**src/sv/gftp_pkg.sv**
```systemverilog
`timescale 1ns / 1ps
package gftp_pkg;

  localparam int unsigned NUM_ITER = 16;
  localparam logic [7:0] CENTRE = 8'd50;
  localparam logic signed [16:0] ROT_GAIN = 17'sd39797;
  localparam logic signed [26:0] Z_90 = 27'sd5898240;

  typedef enum logic [2:0] {
    CFG_START_MARKER = 3'd0,
    CFG_END_MARKER = 3'd1,
    CFG_UNKNOWN_MARKER = 3'd2,
    CFG_OFFSET_X = 3'd3,
    CFG_OFFSET_Y = 3'd4,
    CFG_ATTACK_IS_YELLOW = 3'd5,
    CFG_WEIGHT_X = 3'd6,
    CFG_WEIGHT_Y = 3'd7
  } cfg_idx_t;

  typedef enum logic [4:0] {
    S_IDLE, S_LOAD, S_FMX, S_FAX, S_FMY, S_FAY, S_VINIT, S_VITER, S_ANG,
    S_SQX, S_SQY, S_SQS, S_SQRT, S_RINIT, S_RITER, S_GMX, S_GMY, S_GAY,
    S_AFIX, S_EMIT
  } state_t;

  typedef enum logic [4:0] {
    OP_NOP, OP_IDLE, OP_LOAD, OP_FMUL_X, OP_FADD_X, OP_FMUL_Y, OP_FADD_Y,
    OP_VINIT, OP_CITER, OP_ANG, OP_SQX, OP_SQY, OP_SQS, OP_SQRT, OP_RINIT,
    OP_GMX, OP_GMY, OP_GAY, OP_AFIX, OP_EMIT
  } op_t;

  typedef struct packed {
    op_t op;
    logic goal;
    logic phase;
    logic [3:0] iter;
  } cmd_t;

  typedef struct packed {
    logic frame_done;
    logic out_busy;
  } status_t;

  function automatic logic [22:0] atan_tab(input logic [3:0] i);
    logic [22:0] v;
    case (i)
      4'd0: v = 23'd2949120;
      4'd1: v = 23'd1740967;
      4'd2: v = 23'd919879;
      4'd3: v = 23'd466945;
      4'd4: v = 23'd234379;
      4'd5: v = 23'd117304;
      4'd6: v = 23'd58666;
      4'd7: v = 23'd29335;
      4'd8: v = 23'd14668;
      4'd9: v = 23'd7334;
      4'd10: v = 23'd3667;
      4'd11: v = 23'd1833;
      4'd12: v = 23'd917;
      4'd13: v = 23'd458;
      4'd14: v = 23'd229;
      4'd15: v = 23'd115;
      default: v = 23'd0;
    endcase
    return v;
  endfunction

  function automatic logic signed [15:0] sat16(input logic signed [44:0] v);
    logic signed [15:0] r;
    if (v > 45'sd32767) r = 16'sh7fff;
    else if (v < -45'sd32768) r = 16'sh8000;
    else r = v[15:0];
    return r;
  endfunction

  function automatic logic signed [10:0] trunc16(input logic signed [26:0] a);
    logic signed [26:0] m;
    logic signed [10:0] r;
    if (a < 0) begin
      m = -a;
      r = -11'(m >>> 16);
    end else begin
      r = 11'(a >>> 16);
    end
    return r;
  endfunction

endpackage

```
**src/sv/gftp_in_if.sv**
```systemverilog
`timescale 1ns / 1ps
interface gftp_in_if;
  logic valid;
  logic ready;
  logic [7:0] rx_byte;
  logic [8:0] imu_heading;
  modport source (output valid, output rx_byte, output imu_heading, input ready);
  modport sink (input valid, input rx_byte, input imu_heading, output ready);
endinterface

```
**src/sv/gftp_out_if.sv**
```systemverilog
`timescale 1ns / 1ps
interface gftp_out_if;
  logic valid;
  logic ready;
  logic [8:0] atk_angle;
  logic signed [9:0] atk_angle_fixed;
  logic [15:0] atk_dist;
  logic atk_seen;
  logic signed [15:0] atk_x_fixed;
  logic signed [15:0] atk_y_fixed;
  logic [8:0] def_angle;
  logic signed [9:0] def_angle_fixed;
  logic [15:0] def_dist;
  logic def_seen;
  logic signed [15:0] def_x_fixed;
  logic signed [15:0] def_y_fixed;
  modport source (output valid, input ready, output atk_angle, output atk_angle_fixed,
    output atk_dist, output atk_seen, output atk_x_fixed, output atk_y_fixed,
    output def_angle, output def_angle_fixed, output def_dist, output def_seen,
    output def_x_fixed, output def_y_fixed);
  modport sink (input valid, output ready, input atk_angle, input atk_angle_fixed,
    input atk_dist, input atk_seen, input atk_x_fixed, input atk_y_fixed,
    input def_angle, input def_angle_fixed, input def_dist, input def_seen,
    input def_x_fixed, input def_y_fixed);
endinterface

```
**src/sv/gftp_cfg_if.sv**
```systemverilog
`timescale 1ns / 1ps
interface gftp_cfg_if;
  logic valid;
  logic ready;
  logic [2:0] index;
  logic [15:0] data;
  modport source (output valid, output index, output data, input ready);
  modport sink (input valid, input index, input data, output ready);
endinterface

```
**src/sv/goal_frame_to_polar_tracker_top.sv**
```systemverilog
`timescale 1ns / 1ps
// A byte that opens, fills or stray-ends a frame gives no result. A closing end byte
// starts the work for both goals, each with filters, two 16-step CORDIC vectoring
// passes, a 16-step CORDIC rotation and a 16-step root, and then emits the result.
// Throughput: one byte per cycle between frames;
// input held off while computing and while an earlier result waits for its transfer.
// Reset: synchronous active-low rst_n; registers to defaults, filter memory and frame
// state cleared, no result pending.
module goal_frame_to_polar_tracker_top (
  input logic clk,
  input logic rst_n,
  gftp_in_if.sink in_ch,
  gftp_out_if.source out_ch,
  gftp_cfg_if.sink cfg_ch
);

  gftp_pkg::cmd_t cmd;
  gftp_pkg::status_t st;

  gftp_ctrl u_ctrl (
    .clk (clk),
    .rst_n (rst_n),
    .st (st),
    .cmd (cmd)
  );

  gftp_dp u_dp (
    .clk (clk),
    .rst_n (rst_n),
    .cmd (cmd),
    .st (st),
    .in_ch (in_ch),
    .out_ch (out_ch),
    .cfg_ch (cfg_ch)
  );

`ifndef NO_ASSERTIONS
  a_emit_free: assert property (@(posedge clk) disable iff (!rst_n)
    (cmd.op == gftp_pkg::OP_EMIT) |-> !st.out_busy)
    else $error("result loaded over a pending transfer");

  a_ready_idle: assert property (@(posedge clk) disable iff (!rst_n)
    in_ch.ready |-> (cmd.op == gftp_pkg::OP_IDLE))
    else $error("input taken during computation");

  a_valid_src: assert property (@(posedge clk) disable iff (!rst_n)
    $rose(out_ch.valid) |-> $past(cmd.op == gftp_pkg::OP_EMIT))
    else $error("result valid without emit");
`endif

endmodule

```
**src/sv/gftp_ctrl.sv**
```systemverilog
`timescale 1ns / 1ps
module gftp_ctrl (
  input logic clk,
  input logic rst_n,
  input gftp_pkg::status_t st,
  output gftp_pkg::cmd_t cmd
);

  gftp_pkg::state_t state_r, state_nxt;
  logic goal_r, goal_nxt;
  logic phase_r, phase_nxt;
  logic [3:0] iter_r, iter_nxt;
  logic last_iter;

  assign last_iter = (iter_r == 4'(gftp_pkg::NUM_ITER - 1));

  always_ff @(posedge clk) begin
    if (!rst_n) begin
      state_r <= gftp_pkg::S_IDLE;
      goal_r <= 1'b0;
      phase_r <= 1'b0;
      iter_r <= '0;
    end else begin
      state_r <= state_nxt;
      goal_r <= goal_nxt;
      phase_r <= phase_nxt;
      iter_r <= iter_nxt;
    end
  end

  always_comb begin
    state_nxt = state_r;
    goal_nxt = goal_r;
    phase_nxt = phase_r;
    iter_nxt = '0;
    case (state_r)
      gftp_pkg::S_IDLE: begin
        if (st.frame_done) begin
          state_nxt = gftp_pkg::S_LOAD;
          goal_nxt = 1'b0;
          phase_nxt = 1'b0;
        end
      end
      gftp_pkg::S_LOAD: state_nxt = gftp_pkg::S_FMX;
      gftp_pkg::S_FMX: state_nxt = gftp_pkg::S_FAX;
      gftp_pkg::S_FAX: state_nxt = gftp_pkg::S_FMY;
      gftp_pkg::S_FMY: state_nxt = gftp_pkg::S_FAY;
      gftp_pkg::S_FAY: state_nxt = gftp_pkg::S_VINIT;
      gftp_pkg::S_VINIT: state_nxt = gftp_pkg::S_VITER;
      gftp_pkg::S_VITER: begin
        iter_nxt = iter_r + 4'd1;
        if (last_iter) state_nxt = phase_r ? gftp_pkg::S_AFIX : gftp_pkg::S_ANG;
      end
      gftp_pkg::S_ANG: state_nxt = gftp_pkg::S_SQX;
      gftp_pkg::S_SQX: state_nxt = gftp_pkg::S_SQY;
      gftp_pkg::S_SQY: state_nxt = gftp_pkg::S_SQS;
      gftp_pkg::S_SQS: state_nxt = gftp_pkg::S_SQRT;
      gftp_pkg::S_SQRT: begin
        iter_nxt = iter_r + 4'd1;
        if (last_iter) state_nxt = gftp_pkg::S_RINIT;
      end
      gftp_pkg::S_RINIT: state_nxt = gftp_pkg::S_RITER;
      gftp_pkg::S_RITER: begin
        iter_nxt = iter_r + 4'd1;
        if (last_iter) state_nxt = gftp_pkg::S_GMX;
      end
      gftp_pkg::S_GMX: state_nxt = gftp_pkg::S_GMY;
      gftp_pkg::S_GMY: state_nxt = gftp_pkg::S_GAY;
      gftp_pkg::S_GAY: begin
        state_nxt = gftp_pkg::S_FMX;
        phase_nxt = 1'b1;
      end
      gftp_pkg::S_AFIX: begin
        if (!goal_r) begin
          state_nxt = gftp_pkg::S_LOAD;
          goal_nxt = 1'b1;
          phase_nxt = 1'b0;
        end else begin
          state_nxt = gftp_pkg::S_EMIT;
        end
      end
      gftp_pkg::S_EMIT: if (!st.out_busy) state_nxt = gftp_pkg::S_IDLE;
      default: state_nxt = gftp_pkg::S_IDLE;
    endcase
  end

  always_comb begin
    cmd.goal = goal_r;
    cmd.phase = phase_r;
    cmd.iter = iter_r;
    case (state_r)
      gftp_pkg::S_IDLE: cmd.op = gftp_pkg::OP_IDLE;
      gftp_pkg::S_LOAD: cmd.op = gftp_pkg::OP_LOAD;
      gftp_pkg::S_FMX: cmd.op = gftp_pkg::OP_FMUL_X;
      gftp_pkg::S_FAX: cmd.op = gftp_pkg::OP_FADD_X;
      gftp_pkg::S_FMY: cmd.op = gftp_pkg::OP_FMUL_Y;
      gftp_pkg::S_FAY: cmd.op = gftp_pkg::OP_FADD_Y;
      gftp_pkg::S_VINIT: cmd.op = gftp_pkg::OP_VINIT;
      gftp_pkg::S_VITER: cmd.op = gftp_pkg::OP_CITER;
      gftp_pkg::S_ANG: cmd.op = gftp_pkg::OP_ANG;
      gftp_pkg::S_SQX: cmd.op = gftp_pkg::OP_SQX;
      gftp_pkg::S_SQY: cmd.op = gftp_pkg::OP_SQY;
      gftp_pkg::S_SQS: cmd.op = gftp_pkg::OP_SQS;
      gftp_pkg::S_SQRT: cmd.op = gftp_pkg::OP_SQRT;
      gftp_pkg::S_RINIT: cmd.op = gftp_pkg::OP_RINIT;
      gftp_pkg::S_RITER: cmd.op = gftp_pkg::OP_CITER;
      gftp_pkg::S_GMX: cmd.op = gftp_pkg::OP_GMX;
      gftp_pkg::S_GMY: cmd.op = gftp_pkg::OP_GMY;
      gftp_pkg::S_GAY: cmd.op = gftp_pkg::OP_GAY;
      gftp_pkg::S_AFIX: cmd.op = gftp_pkg::OP_AFIX;
      gftp_pkg::S_EMIT: cmd.op = st.out_busy ? gftp_pkg::OP_NOP : gftp_pkg::OP_EMIT;
      default: cmd.op = gftp_pkg::OP_NOP;
    endcase
  end

endmodule

```
**src/sv/gftp_dp.sv**
```systemverilog
`timescale 1ns / 1ps
module gftp_dp (
  input logic clk,
  input logic rst_n,
  input gftp_pkg::cmd_t cmd,
  output gftp_pkg::status_t st,
  gftp_in_if.sink in_ch,
  gftp_out_if.source out_ch,
  gftp_cfg_if.sink cfg_ch
);

  logic [7:0] start_r, end_r, unk_r;
  logic signed [14:0] offx_r, offy_r;
  logic yel_atk_r;
  logic [15:0] wx_r, wy_r;

  logic in_frame_r;
  logic [2:0] idx_r;
  logic [7:0] raw0_r, raw1_r, raw2_r, raw3_r;
  logic [8:0] imu_r;
  logic signed [15:0] fmem_r [8];

  logic signed [15:0] xa_r, ya_r;
  logic signed [43:0] prod_r;
  logic [31:0] sacc_r, sv_r;
  logic [17:0] srem_r;
  logic [15:0] sroot_r;
  logic signed [26:0] cx_r, cy_r;
  logic signed [25:0] cz_r;
  logic rot_r, zero_r;

  logic [8:0] ra_ang_r, rd_ang_r;
  logic signed [9:0] ra_angf_r, rd_angf_r;
  logic [15:0] ra_dist_r, rd_dist_r;
  logic ra_seen_r, rd_seen_r;
  logic signed [15:0] ra_x_r, ra_y_r, rd_x_r, rd_y_r;
  logic out_valid_r;

  logic accept, is_start, is_end;
  logic [7:0] rawx, rawy;
  logic sel_atk;
  logic [2:0] fidx;
  logic axis_y;
  logic signed [15:0] fin;
  logic signed [18:0] rcx, rcy;
  logic signed [26:0] mul_a;
  logic signed [16:0] mul_b;
  logic signed [43:0] mul_p;
  logic signed [44:0] facc;
  logic signed [15:0] fres;
  logic signed [44:0] gacc;
  logic signed [15:0] gres;
  logic signed [26:0] sx, sy;
  logic signed [9:0] deg;
  logic ccw;
  logic signed [26:0] xsh, ysh;
  logic signed [25:0] tab;
  logic signed [26:0] zz;
  logic signed [10:0] tang, tangf;
  logic [19:0] remt, trial;

  assign accept = in_ch.valid && in_ch.ready;
  assign in_ch.ready = (cmd.op == gftp_pkg::OP_IDLE);
  assign is_start = (in_ch.rx_byte == start_r);
  assign is_end = (in_ch.rx_byte == end_r);
  assign st.frame_done = in_ch.valid && !is_start && is_end && in_frame_r && (idx_r == 3'd4);
  assign st.out_busy = out_valid_r && !out_ch.ready;
  assign cfg_ch.ready = 1'b1;

  assign rawx = cmd.goal ? raw2_r : raw0_r;
  assign rawy = cmd.goal ? raw3_r : raw1_r;
  assign sel_atk = (cmd.goal == yel_atk_r);
  assign axis_y = (cmd.op == gftp_pkg::OP_FMUL_Y) || (cmd.op == gftp_pkg::OP_FADD_Y);
  assign fidx = {cmd.phase, cmd.goal, axis_y};
  assign fin = axis_y ? ya_r : xa_r;

  assign rcx = (($signed({11'd0, gftp_pkg::CENTRE}) - $signed({11'd0, rawx})) <<< 8)
               + 19'(offx_r);
  assign rcy = (($signed({11'd0, rawy}) - $signed({11'd0, gftp_pkg::CENTRE})) <<< 8)
               + 19'(offy_r);

  always_comb begin
    case (cmd.op)
      gftp_pkg::OP_FMUL_X, gftp_pkg::OP_FMUL_Y: begin
        mul_a = 27'(17'(fmem_r[fidx]) - 17'(fin));
        mul_b = $signed({1'b0, axis_y ? wy_r : wx_r});
      end
      gftp_pkg::OP_SQX: begin
        mul_a = 27'(xa_r);
        mul_b = 17'(xa_r);
      end
      gftp_pkg::OP_SQY: begin
        mul_a = 27'(ya_r);
        mul_b = 17'(ya_r);
      end
      gftp_pkg::OP_GMY: begin
        mul_a = cy_r;
        mul_b = gftp_pkg::ROT_GAIN;
      end
      default: begin
        mul_a = cx_r;
        mul_b = gftp_pkg::ROT_GAIN;
      end
    endcase
  end
  assign mul_p = mul_a * mul_b;

  assign facc = (45'(fin) <<< 16) + 45'(prod_r) + 45'sd32768;
  assign fres = gftp_pkg::sat16(facc >>> 16);
  assign gacc = (45'(prod_r) + 45'sd8388608) >>> 24;
  assign gres = gftp_pkg::sat16(gacc);

  assign sx = 27'(xa_r) <<< 8;
  assign sy = 27'(ya_r) <<< 8;
  assign deg = (imu_r > 9'd180) ? 10'(10'sd360 - $signed({1'b0, imu_r}))
                                : 10'(-$signed({1'b0, imu_r}));

  assign ccw = rot_r ? !cz_r[25] : !(cy_r > 0);
  assign xsh = cx_r >>> cmd.iter;
  assign ysh = cy_r >>> cmd.iter;
  assign tab = $signed({3'd0, gftp_pkg::atan_tab(cmd.iter)});

  assign zz = zero_r ? 27'sd0 : 27'(cz_r);
  assign tang = gftp_pkg::trunc16(zz - gftp_pkg::Z_90);
  assign tangf = gftp_pkg::trunc16(gftp_pkg::Z_90 - zz);

  assign remt = {srem_r, sv_r[31:30]};
  assign trial = {2'd0, sroot_r, 2'b01};

  always_ff @(posedge clk) begin
    if (!rst_n) begin
      start_r <= 8'd0;
      end_r <= 8'd255;
      unk_r <= 8'd128;
      offx_r <= '0;
      offy_r <= '0;
      yel_atk_r <= 1'b0;
      wx_r <= '0;
      wy_r <= '0;
    end else if (cfg_ch.valid) begin
      case (cfg_ch.index)
        gftp_pkg::CFG_START_MARKER: start_r <= cfg_ch.data[7:0];
        gftp_pkg::CFG_END_MARKER: end_r <= cfg_ch.data[7:0];
        gftp_pkg::CFG_UNKNOWN_MARKER: unk_r <= cfg_ch.data[7:0];
        gftp_pkg::CFG_OFFSET_X: offx_r <= cfg_ch.data[14:0];
        gftp_pkg::CFG_OFFSET_Y: offy_r <= cfg_ch.data[14:0];
        gftp_pkg::CFG_ATTACK_IS_YELLOW: yel_atk_r <= cfg_ch.data[0];
        gftp_pkg::CFG_WEIGHT_X: wx_r <= cfg_ch.data;
        gftp_pkg::CFG_WEIGHT_Y: wy_r <= cfg_ch.data;
        default: ;
      endcase
    end
  end

  always_ff @(posedge clk) begin
    if (!rst_n) begin
      in_frame_r <= 1'b0;
      idx_r <= '0;
      raw0_r <= '0;
      raw1_r <= '0;
      raw2_r <= '0;
      raw3_r <= '0;
    end else if (accept) begin
      if (is_start) begin
        in_frame_r <= 1'b1;
        idx_r <= '0;
      end else if (!is_end) begin
        if (in_frame_r) begin
          case (idx_r)
            3'd0: raw0_r <= in_ch.rx_byte;
            3'd1: raw1_r <= in_ch.rx_byte;
            3'd2: raw2_r <= in_ch.rx_byte;
            3'd3: raw3_r <= in_ch.rx_byte;
            default: ;
          endcase
          if (idx_r != 3'd7) idx_r <= idx_r + 3'd1;
        end
      end else begin
        in_frame_r <= 1'b0;
      end
    end
  end

  always_ff @(posedge clk) begin
    if (!rst_n) begin
      for (int i = 0; i < 8; i++) fmem_r[i] <= '0;
    end else if (cmd.op == gftp_pkg::OP_FADD_X || cmd.op == gftp_pkg::OP_FADD_Y) begin
      fmem_r[fidx] <= fres;
    end
  end

  always_ff @(posedge clk) begin
    if (!rst_n) begin
      out_valid_r <= 1'b0;
    end else if (cmd.op == gftp_pkg::OP_EMIT) begin
      out_valid_r <= 1'b1;
    end else if (out_ch.ready) begin
      out_valid_r <= 1'b0;
    end
  end

  always_ff @(posedge clk) begin
    if (accept) imu_r <= in_ch.imu_heading;
    case (cmd.op)
      gftp_pkg::OP_LOAD: begin
        xa_r <= gftp_pkg::sat16(45'(rcx));
        ya_r <= gftp_pkg::sat16(45'(rcy));
        if (sel_atk) ra_seen_r <= (rawx != unk_r) && (rawy != unk_r);
        else rd_seen_r <= (rawx != unk_r) && (rawy != unk_r);
      end
      gftp_pkg::OP_FMUL_X, gftp_pkg::OP_FMUL_Y, gftp_pkg::OP_SQX, gftp_pkg::OP_GMX: begin
        prod_r <= mul_p;
      end
      gftp_pkg::OP_FADD_X: xa_r <= fres;
      gftp_pkg::OP_FADD_Y: ya_r <= fres;
      gftp_pkg::OP_VINIT: begin
        rot_r <= 1'b0;
        zero_r <= (xa_r == 16'sd0) && (ya_r == 16'sd0);
        if (xa_r < 0) begin
          if (ya_r >= 0) begin
            cx_r <= sy;
            cy_r <= -sx;
            cz_r <= 26'(gftp_pkg::Z_90);
          end else begin
            cx_r <= -sy;
            cy_r <= sx;
            cz_r <= 26'(-gftp_pkg::Z_90);
          end
        end else begin
          cx_r <= sx;
          cy_r <= sy;
          cz_r <= '0;
        end
      end
      gftp_pkg::OP_RINIT: begin
        rot_r <= 1'b1;
        if (sel_atk) ra_dist_r <= sroot_r;
        else rd_dist_r <= sroot_r;
        if (deg > 10'sd90) begin
          cx_r <= -sy;
          cy_r <= sx;
          cz_r <= 26'(deg - 10'sd90) <<< 16;
        end else if (deg < -10'sd90) begin
          cx_r <= sy;
          cy_r <= -sx;
          cz_r <= 26'(deg + 10'sd90) <<< 16;
        end else begin
          cx_r <= sx;
          cy_r <= sy;
          cz_r <= 26'(deg) <<< 16;
        end
      end
      gftp_pkg::OP_CITER: begin
        if (ccw) begin
          cx_r <= cx_r - ysh;
          cy_r <= cy_r + xsh;
          cz_r <= cz_r - tab;
        end else begin
          cx_r <= cx_r + ysh;
          cy_r <= cy_r - xsh;
          cz_r <= cz_r + tab;
        end
      end
      gftp_pkg::OP_ANG: begin
        if (sel_atk) ra_ang_r <= (tang < 0) ? 9'(tang + 11'sd360) : 9'(tang);
        else rd_ang_r <= (tang < 0) ? 9'(tang + 11'sd360) : 9'(tang);
      end
      gftp_pkg::OP_SQY: begin
        prod_r <= mul_p;
        sacc_r <= prod_r[31:0];
      end
      gftp_pkg::OP_SQS: begin
        sv_r <= sacc_r + prod_r[31:0];
        srem_r <= '0;
        sroot_r <= '0;
      end
      gftp_pkg::OP_SQRT: begin
        sv_r <= {sv_r[29:0], 2'b00};
        if (remt >= trial) begin
          srem_r <= 18'(remt - trial);
          sroot_r <= {sroot_r[14:0], 1'b1};
        end else begin
          srem_r <= 18'(remt);
          sroot_r <= {sroot_r[14:0], 1'b0};
        end
      end
      gftp_pkg::OP_GMY: begin
        prod_r <= mul_p;
        xa_r <= gres;
      end
      gftp_pkg::OP_GAY: ya_r <= gres;
      gftp_pkg::OP_AFIX: begin
        if (sel_atk) begin
          ra_angf_r <= (tangf < -11'sd90) ? -10'sd90 :
                       (tangf > 11'sd270) ? 10'sd270 : 10'(tangf);
          ra_x_r <= xa_r;
          ra_y_r <= ya_r;
        end else begin
          rd_angf_r <= (tangf < -11'sd90) ? -10'sd90 :
                       (tangf > 11'sd270) ? 10'sd270 : 10'(tangf);
          rd_x_r <= xa_r;
          rd_y_r <= ya_r;
        end
      end
      gftp_pkg::OP_EMIT: begin
        out_ch.atk_angle <= ra_ang_r;
        out_ch.atk_angle_fixed <= ra_angf_r;
        out_ch.atk_dist <= ra_dist_r;
        out_ch.atk_seen <= ra_seen_r;
        out_ch.atk_x_fixed <= ra_x_r;
        out_ch.atk_y_fixed <= ra_y_r;
        out_ch.def_angle <= rd_ang_r;
        out_ch.def_angle_fixed <= rd_angf_r;
        out_ch.def_dist <= rd_dist_r;
        out_ch.def_seen <= rd_seen_r;
        out_ch.def_x_fixed <= rd_x_r;
        out_ch.def_y_fixed <= rd_y_r;
      end
      default: ;
    endcase
  end

  assign out_ch.valid = out_valid_r;

endmodule

```
**src/flat_wrapper.sv**
```systemverilog
// flat-port wrapper written by rule: the top's interface ports become plain ports
module goal_frame_to_polar_tracker_top_flat 
  (clk, rst_n, in_ch_valid, in_ch_rx_byte, in_ch_imu_heading, in_ch_ready, out_ch_valid, out_ch_ready, out_ch_atk_angle, out_ch_atk_angle_fixed, out_ch_atk_dist, out_ch_atk_seen, out_ch_atk_x_fixed, out_ch_atk_y_fixed, out_ch_def_angle, out_ch_def_angle_fixed, out_ch_def_dist, out_ch_def_seen, out_ch_def_x_fixed, out_ch_def_y_fixed, cfg_ch_valid, cfg_ch_index, cfg_ch_data, cfg_ch_ready);
  gftp_in_if in_ch_i ();
  gftp_out_if out_ch_i ();
  gftp_cfg_if cfg_ch_i ();
  input logic clk;
  input logic rst_n;
  input wire logic [$bits(in_ch_i.valid)-1:0] in_ch_valid;
  input wire logic [$bits(in_ch_i.rx_byte)-1:0] in_ch_rx_byte;
  input wire logic [$bits(in_ch_i.imu_heading)-1:0] in_ch_imu_heading;
  output wire logic [$bits(in_ch_i.ready)-1:0] in_ch_ready;
  output wire logic [$bits(out_ch_i.valid)-1:0] out_ch_valid;
  input wire logic [$bits(out_ch_i.ready)-1:0] out_ch_ready;
  output wire logic [$bits(out_ch_i.atk_angle)-1:0] out_ch_atk_angle;
  output wire logic [$bits(out_ch_i.atk_angle_fixed)-1:0] out_ch_atk_angle_fixed;
  output wire logic [$bits(out_ch_i.atk_dist)-1:0] out_ch_atk_dist;
  output wire logic [$bits(out_ch_i.atk_seen)-1:0] out_ch_atk_seen;
  output wire logic [$bits(out_ch_i.atk_x_fixed)-1:0] out_ch_atk_x_fixed;
  output wire logic [$bits(out_ch_i.atk_y_fixed)-1:0] out_ch_atk_y_fixed;
  output wire logic [$bits(out_ch_i.def_angle)-1:0] out_ch_def_angle;
  output wire logic [$bits(out_ch_i.def_angle_fixed)-1:0] out_ch_def_angle_fixed;
  output wire logic [$bits(out_ch_i.def_dist)-1:0] out_ch_def_dist;
  output wire logic [$bits(out_ch_i.def_seen)-1:0] out_ch_def_seen;
  output wire logic [$bits(out_ch_i.def_x_fixed)-1:0] out_ch_def_x_fixed;
  output wire logic [$bits(out_ch_i.def_y_fixed)-1:0] out_ch_def_y_fixed;
  input wire logic [$bits(cfg_ch_i.valid)-1:0] cfg_ch_valid;
  input wire logic [$bits(cfg_ch_i.index)-1:0] cfg_ch_index;
  input wire logic [$bits(cfg_ch_i.data)-1:0] cfg_ch_data;
  output wire logic [$bits(cfg_ch_i.ready)-1:0] cfg_ch_ready;
  assign in_ch_i.valid = in_ch_valid;
  assign in_ch_i.rx_byte = in_ch_rx_byte;
  assign in_ch_i.imu_heading = in_ch_imu_heading;
  assign in_ch_ready = in_ch_i.ready;
  assign out_ch_valid = out_ch_i.valid;
  assign out_ch_i.ready = out_ch_ready;
  assign out_ch_atk_angle = out_ch_i.atk_angle;
  assign out_ch_atk_angle_fixed = out_ch_i.atk_angle_fixed;
  assign out_ch_atk_dist = out_ch_i.atk_dist;
  assign out_ch_atk_seen = out_ch_i.atk_seen;
  assign out_ch_atk_x_fixed = out_ch_i.atk_x_fixed;
  assign out_ch_atk_y_fixed = out_ch_i.atk_y_fixed;
  assign out_ch_def_angle = out_ch_i.def_angle;
  assign out_ch_def_angle_fixed = out_ch_i.def_angle_fixed;
  assign out_ch_def_dist = out_ch_i.def_dist;
  assign out_ch_def_seen = out_ch_i.def_seen;
  assign out_ch_def_x_fixed = out_ch_i.def_x_fixed;
  assign out_ch_def_y_fixed = out_ch_i.def_y_fixed;
  assign cfg_ch_i.valid = cfg_ch_valid;
  assign cfg_ch_i.index = cfg_ch_index;
  assign cfg_ch_i.data = cfg_ch_data;
  assign cfg_ch_ready = cfg_ch_i.ready;
  goal_frame_to_polar_tracker_top u_core (.clk(clk), .rst_n(rst_n), .in_ch(in_ch_i), .out_ch(out_ch_i), .cfg_ch(cfg_ch_i));
endmodule
```
**config.mk**
```make
export PLATFORM = sky130hd
export DESIGN_NAME = goal_frame_to_polar_tracker_top_flat
export DESIGN_NICKNAME = d
export VERILOG_FILES = /design/src/sv/gftp_pkg.sv /design/src/sv/gftp_in_if.sv /design/src/sv/gftp_out_if.sv /design/src/sv/gftp_cfg_if.sv /design/src/sv/goal_frame_to_polar_tracker_top.sv /design/src/sv/gftp_ctrl.sv /design/src/sv/gftp_dp.sv /design/src/flat_wrapper.sv
export SDC_FILE = /design/constraint.sdc
export NUM_CORES = 2
export LEC_CHECK = 0
export BUFFER_PORTS_ARGS = -buffer_cell sky130_fd_sc_hd__buf_4
export CAP_MARGIN = 20
export CELL_PAD_IN_SITES_DETAIL_PLACEMENT = 0
export CELL_PAD_IN_SITES_GLOBAL_PLACEMENT = 2
export CORE_ASPECT_RATIO = 0.9
export CORE_MARGIN = 5
export CORE_UTILIZATION = 42
export DETAILED_ROUTE_END_ITERATION = 10
export PLACE_DENSITY_LB_ADDON = 0.1
export SYNTH_ARGS = -nofsm -noshare
export SYNTH_HDL_FRONTEND = slang
export SYNTH_HIERARCHICAL = 1
export SYNTH_SLANG_ARGS = --single-unit
```
**constraint.sdc**
```tcl
create_clock -name clk -period 16.1 [get_ports clk]
set_clock_uncertainty 0.15 [all_clocks]
set_input_delay 1.61 -clock clk [delete_from_list [all_inputs] [get_ports clk]]
set_output_delay 1.61 -clock clk [all_outputs]
set_load 0.03 [all_outputs]
```
==> impl_metrics.py <==
metrics = {
    "min_path": {
        "hold_end": "u_core/u_dp/out_ch.atk_x_fixed[0]",
        "hp-class": "reg2reg",
        "whs_path_depth": 0,
        "hold_start": "u_core/u_dp/ra_x_r[0]",
    },
    "place": {
        "io_buffers": 178,
        "placed_cell_area_sq_um": 70200,
        "hpwl_mm": 176,
        "place_congestion": 0.923,
    },
    "synthesis": {
        "netlist.area_leader.share": 0.300,
        "yosys-top-cells-area": "edfxtp_1 30%, fa_1 14%, ha_1 6.2%",
        "synth_most_common_cell": "nor2_1",
        "synthFlopType": "edfxtp_1",
        "syn_inst": 7046,
        "synth_area_per_cell_sq_um": 9.43,
        "synth_seq_cells": 800,
        "synth-seq-area-share": 0.341,
        "yosysUniqueCellTypes": 104,
        "synth_edf_count": 665,
        "yosysWarningCount": 6,
        "syn_area_sq_um": 66500,
        "synth_common_cells": "829 x nor2_1, 737 x nand2_1, 689 x inv_1",
        "synth_largest_area_cell": "edfxtp_1",
        "ys_async_sr_fraction": 0,
    },
    "clock_network": {
        "postCtsHoldBufs": 0,
        "tritoncts": "done",
        "clk_pin_slew_ns": 0.06,
        "postCtsSetupBuffers": 0,
        "cts_htree_levels": 3,
        "cts_resized": 0,
        "cts_sinks": 800,
        "insertion_delay_ns": 0.74,
        "numCtsBuffers": 90,
        "cts-root-buf": "clkbuf_16",
        "clock_path_buffers": 3,
    },
    "critical_path": {
        "cp_slowest_stage_delay_ns": 0.69,
        "cp_max_fo": 34,
        "criticalPathCategory": "in2reg",
        "crit_family": "compound AO/OA/AOI/OAI gates",
        "critPathLaunchType": "primary input",
        "cp_num_buf_inv": 8,
        "regToRegEndpoint": "u_core/u_dp/prod_r[38]",
        "crit_required_ns": 16.35,
        "cp.depth": 49,
        "slowest_stage": "and2_2",
        "worst-r2r-setup-slack_ns": 1.72,
        "crit_arrival_ns": 14.74,
        "rr_startpoint": "u_core/u_ctrl/state_r[4]",
        "reg2regPathDepth": 48,
        "end_kind": "register",
    },
    "global_route": {
        "gr-total-overflow": 0,
        "antenna_found_initial": 8,
        "grt_start_max_net_pins": 80,
        "grt_first_pass_wirelength_mm": 344,
        "first_global_vias": 52043,
        "grt.total_usage": 0.271,
    },
    "cells_and_area": {
        "area_growth_pct": 10.4,
        "utilization": 0.466,
        "drive_gt1_frac": 0.0911,
        "multi_input_area_sq_um": 40000,
        "n_antenna_cell": 0,
        "fillers": 14939,
        "fin_nets": 7919,
        "regArea_sq_um": 22700,
        "fin_area_sq_um": 73400,
    },
    "timing": {
        "setup_viol": 0,
        "rsz0062_at_grt": "false",
        "layout_min_cycle_time_ns": 14.49,
        "max_freq_mhz": 69.0,
        "finalHoldViolations": 0,
        "maxSlewViolCount": 0,
        "slew_headroom": 0.196,
        "tightest_slew_ns": 1.20,
        "min_period_over_period": 0.900,
        "finalSetupTns_ns": 0,
    },
    "detailed_routing": {
        "drc_errors": 0,
        "viasPerCell": 5.75,
        "ant_nets": 0,
        "drt_iter0_drc": 5108,
        "vias": 53261,
        "wire_per_inst_microns": 24.8,
        "firstDrtPassIters": 8,
        "wl_mm": 230,
    },
    "floorplanning": {
        "die_h_microns": 387,
        "die_area_sq_um": 166000,
        "io_pins": 180,
        "rows": 138,
        "core_area_sq_um": 157000,
        "die_x_microns": 429,
        "floorplan.initialDensity": 0.423,
    },
    "run_status": {
        "status": "finished, final reports clean",
    },
    "job": {
        "max-cap-violations": 0,
    },
}
[layout make-up]
type	instances	share of cell area
clock inverters	61	0.0101
repair buffers	308	0.0321
clock buffers	105	0.0316
well taps	2100	0.0358
multi-input cells	5203	0.546
flip-flops and latches	800	0.309
inverters	692	0.0354
[metrics by stage]
step / hold slack [ns] / instances / setup slack [ns]
detailed placement: 0.255 / 9100 / 1.13
floorplan: 0.250 / 7056 / 2.42
finish: 0.240 / 9269 / 1.61
global route: 0.247 / 9269 / 0.767
global placement: 0.251 / 9099 / 1.26
CTS: 0.239 / 9266 / 1.80
[routing by layer]
layer | wire length, microns | vias up | share of wire | global-route usage
met5 | 0 | - | 0 | 0
met4 | 5420 | 0 | 0.024 | 0.0595
li1 | - | 24635 | - | -
met2 | 103000 | 1922 | 0.45 | 0.423
met1 | 104000 | 26448 | 0.45 | 0.396
met3 | 17100 | 256 | 0.074 | 0.0474
[state kept, by name (all words and copies together), names as in the netlist, 18 cells and up]
signal / cells
u_core/u_dp/fmem_r: 128
u_core/u_dp/cx_r: 27
u_core/u_dp/prod_r: 44
u_core/u_dp/srem_r: 18
u_core/u_dp/sv_r: 32
u_core/u_dp/cz_r: 26
u_core/u_dp/sacc_r: 32
u_core/u_dp/cy_r: 27
[worst max path at each step]
stage | startpoint | to | slack, ns
2_1_floorplan | out_ch_ready | u_core/u_dp/prod_r[38] | 2.42
3_3_place_gp | out_ch_ready | u_core/u_dp/prod_r[38] | 1.26
3_5_place_dp | out_ch_ready | u_core/u_dp/prod_r[38] | 1.13
4_1_cts | out_ch_ready | u_core/u_dp/prod_r[38] | 1.80
5_1_grt | out_ch_ready | u_core/u_dp/prod_r[38] | 0.77
6_report | out_ch_ready | u_core/u_dp/prod_r[38] | 1.61
[kinds of logic after synthesis]
family,count (synthesis),share of synthesized area
simple gates,2369,0.162
compound gates,1453,0.143
buf+inv,1053,0.0600
flops,800,0.341
fa+ha+maj,784,0.199
xor+xnor,366,0.0482
mux,219,0.0474
other cells,2,0.000113
[cells in the final DEF, fill, tap and decap left out, types with 61 or more instances in the layout]
cell | synthesis | routed
xor2_1 | 150 | 150
fa_1 | 454 | 454
nand3_1 | 153 | 151
mux2i_1 | 120 | 120
nor2_1 | 829 | 822
buf_4 | 3 | 305
nand2b_1 | 71 | 71
ha_1 | 329 | 329
o21a_1 | 65 | 64
clkbuf_16 | 0 | 90
a21o_1 | 73 | 73
edfxtp_1 | 665 | 665
nor2b_1 | 99 | 98
xnor2_1 | 216 | 216
nor3_1 | 135 | 130
or3_1 | 66 | 66
nand2_1 | 737 | 734
mux4_2 | 74 | 74
inv_1 | 689 | 689
a31oi_1 | 110 | 109
a21oi_1 | 333 | 332
o21ai_0 | 319 | 315
o31ai_1 | 62 | 61
a21boi_0 | 98 | 98
dfxtp_1 | 135 | 129
Power is not shown: default switching activity piles up to over one toggle a cycle in this logic, so the estimate is an artifact.
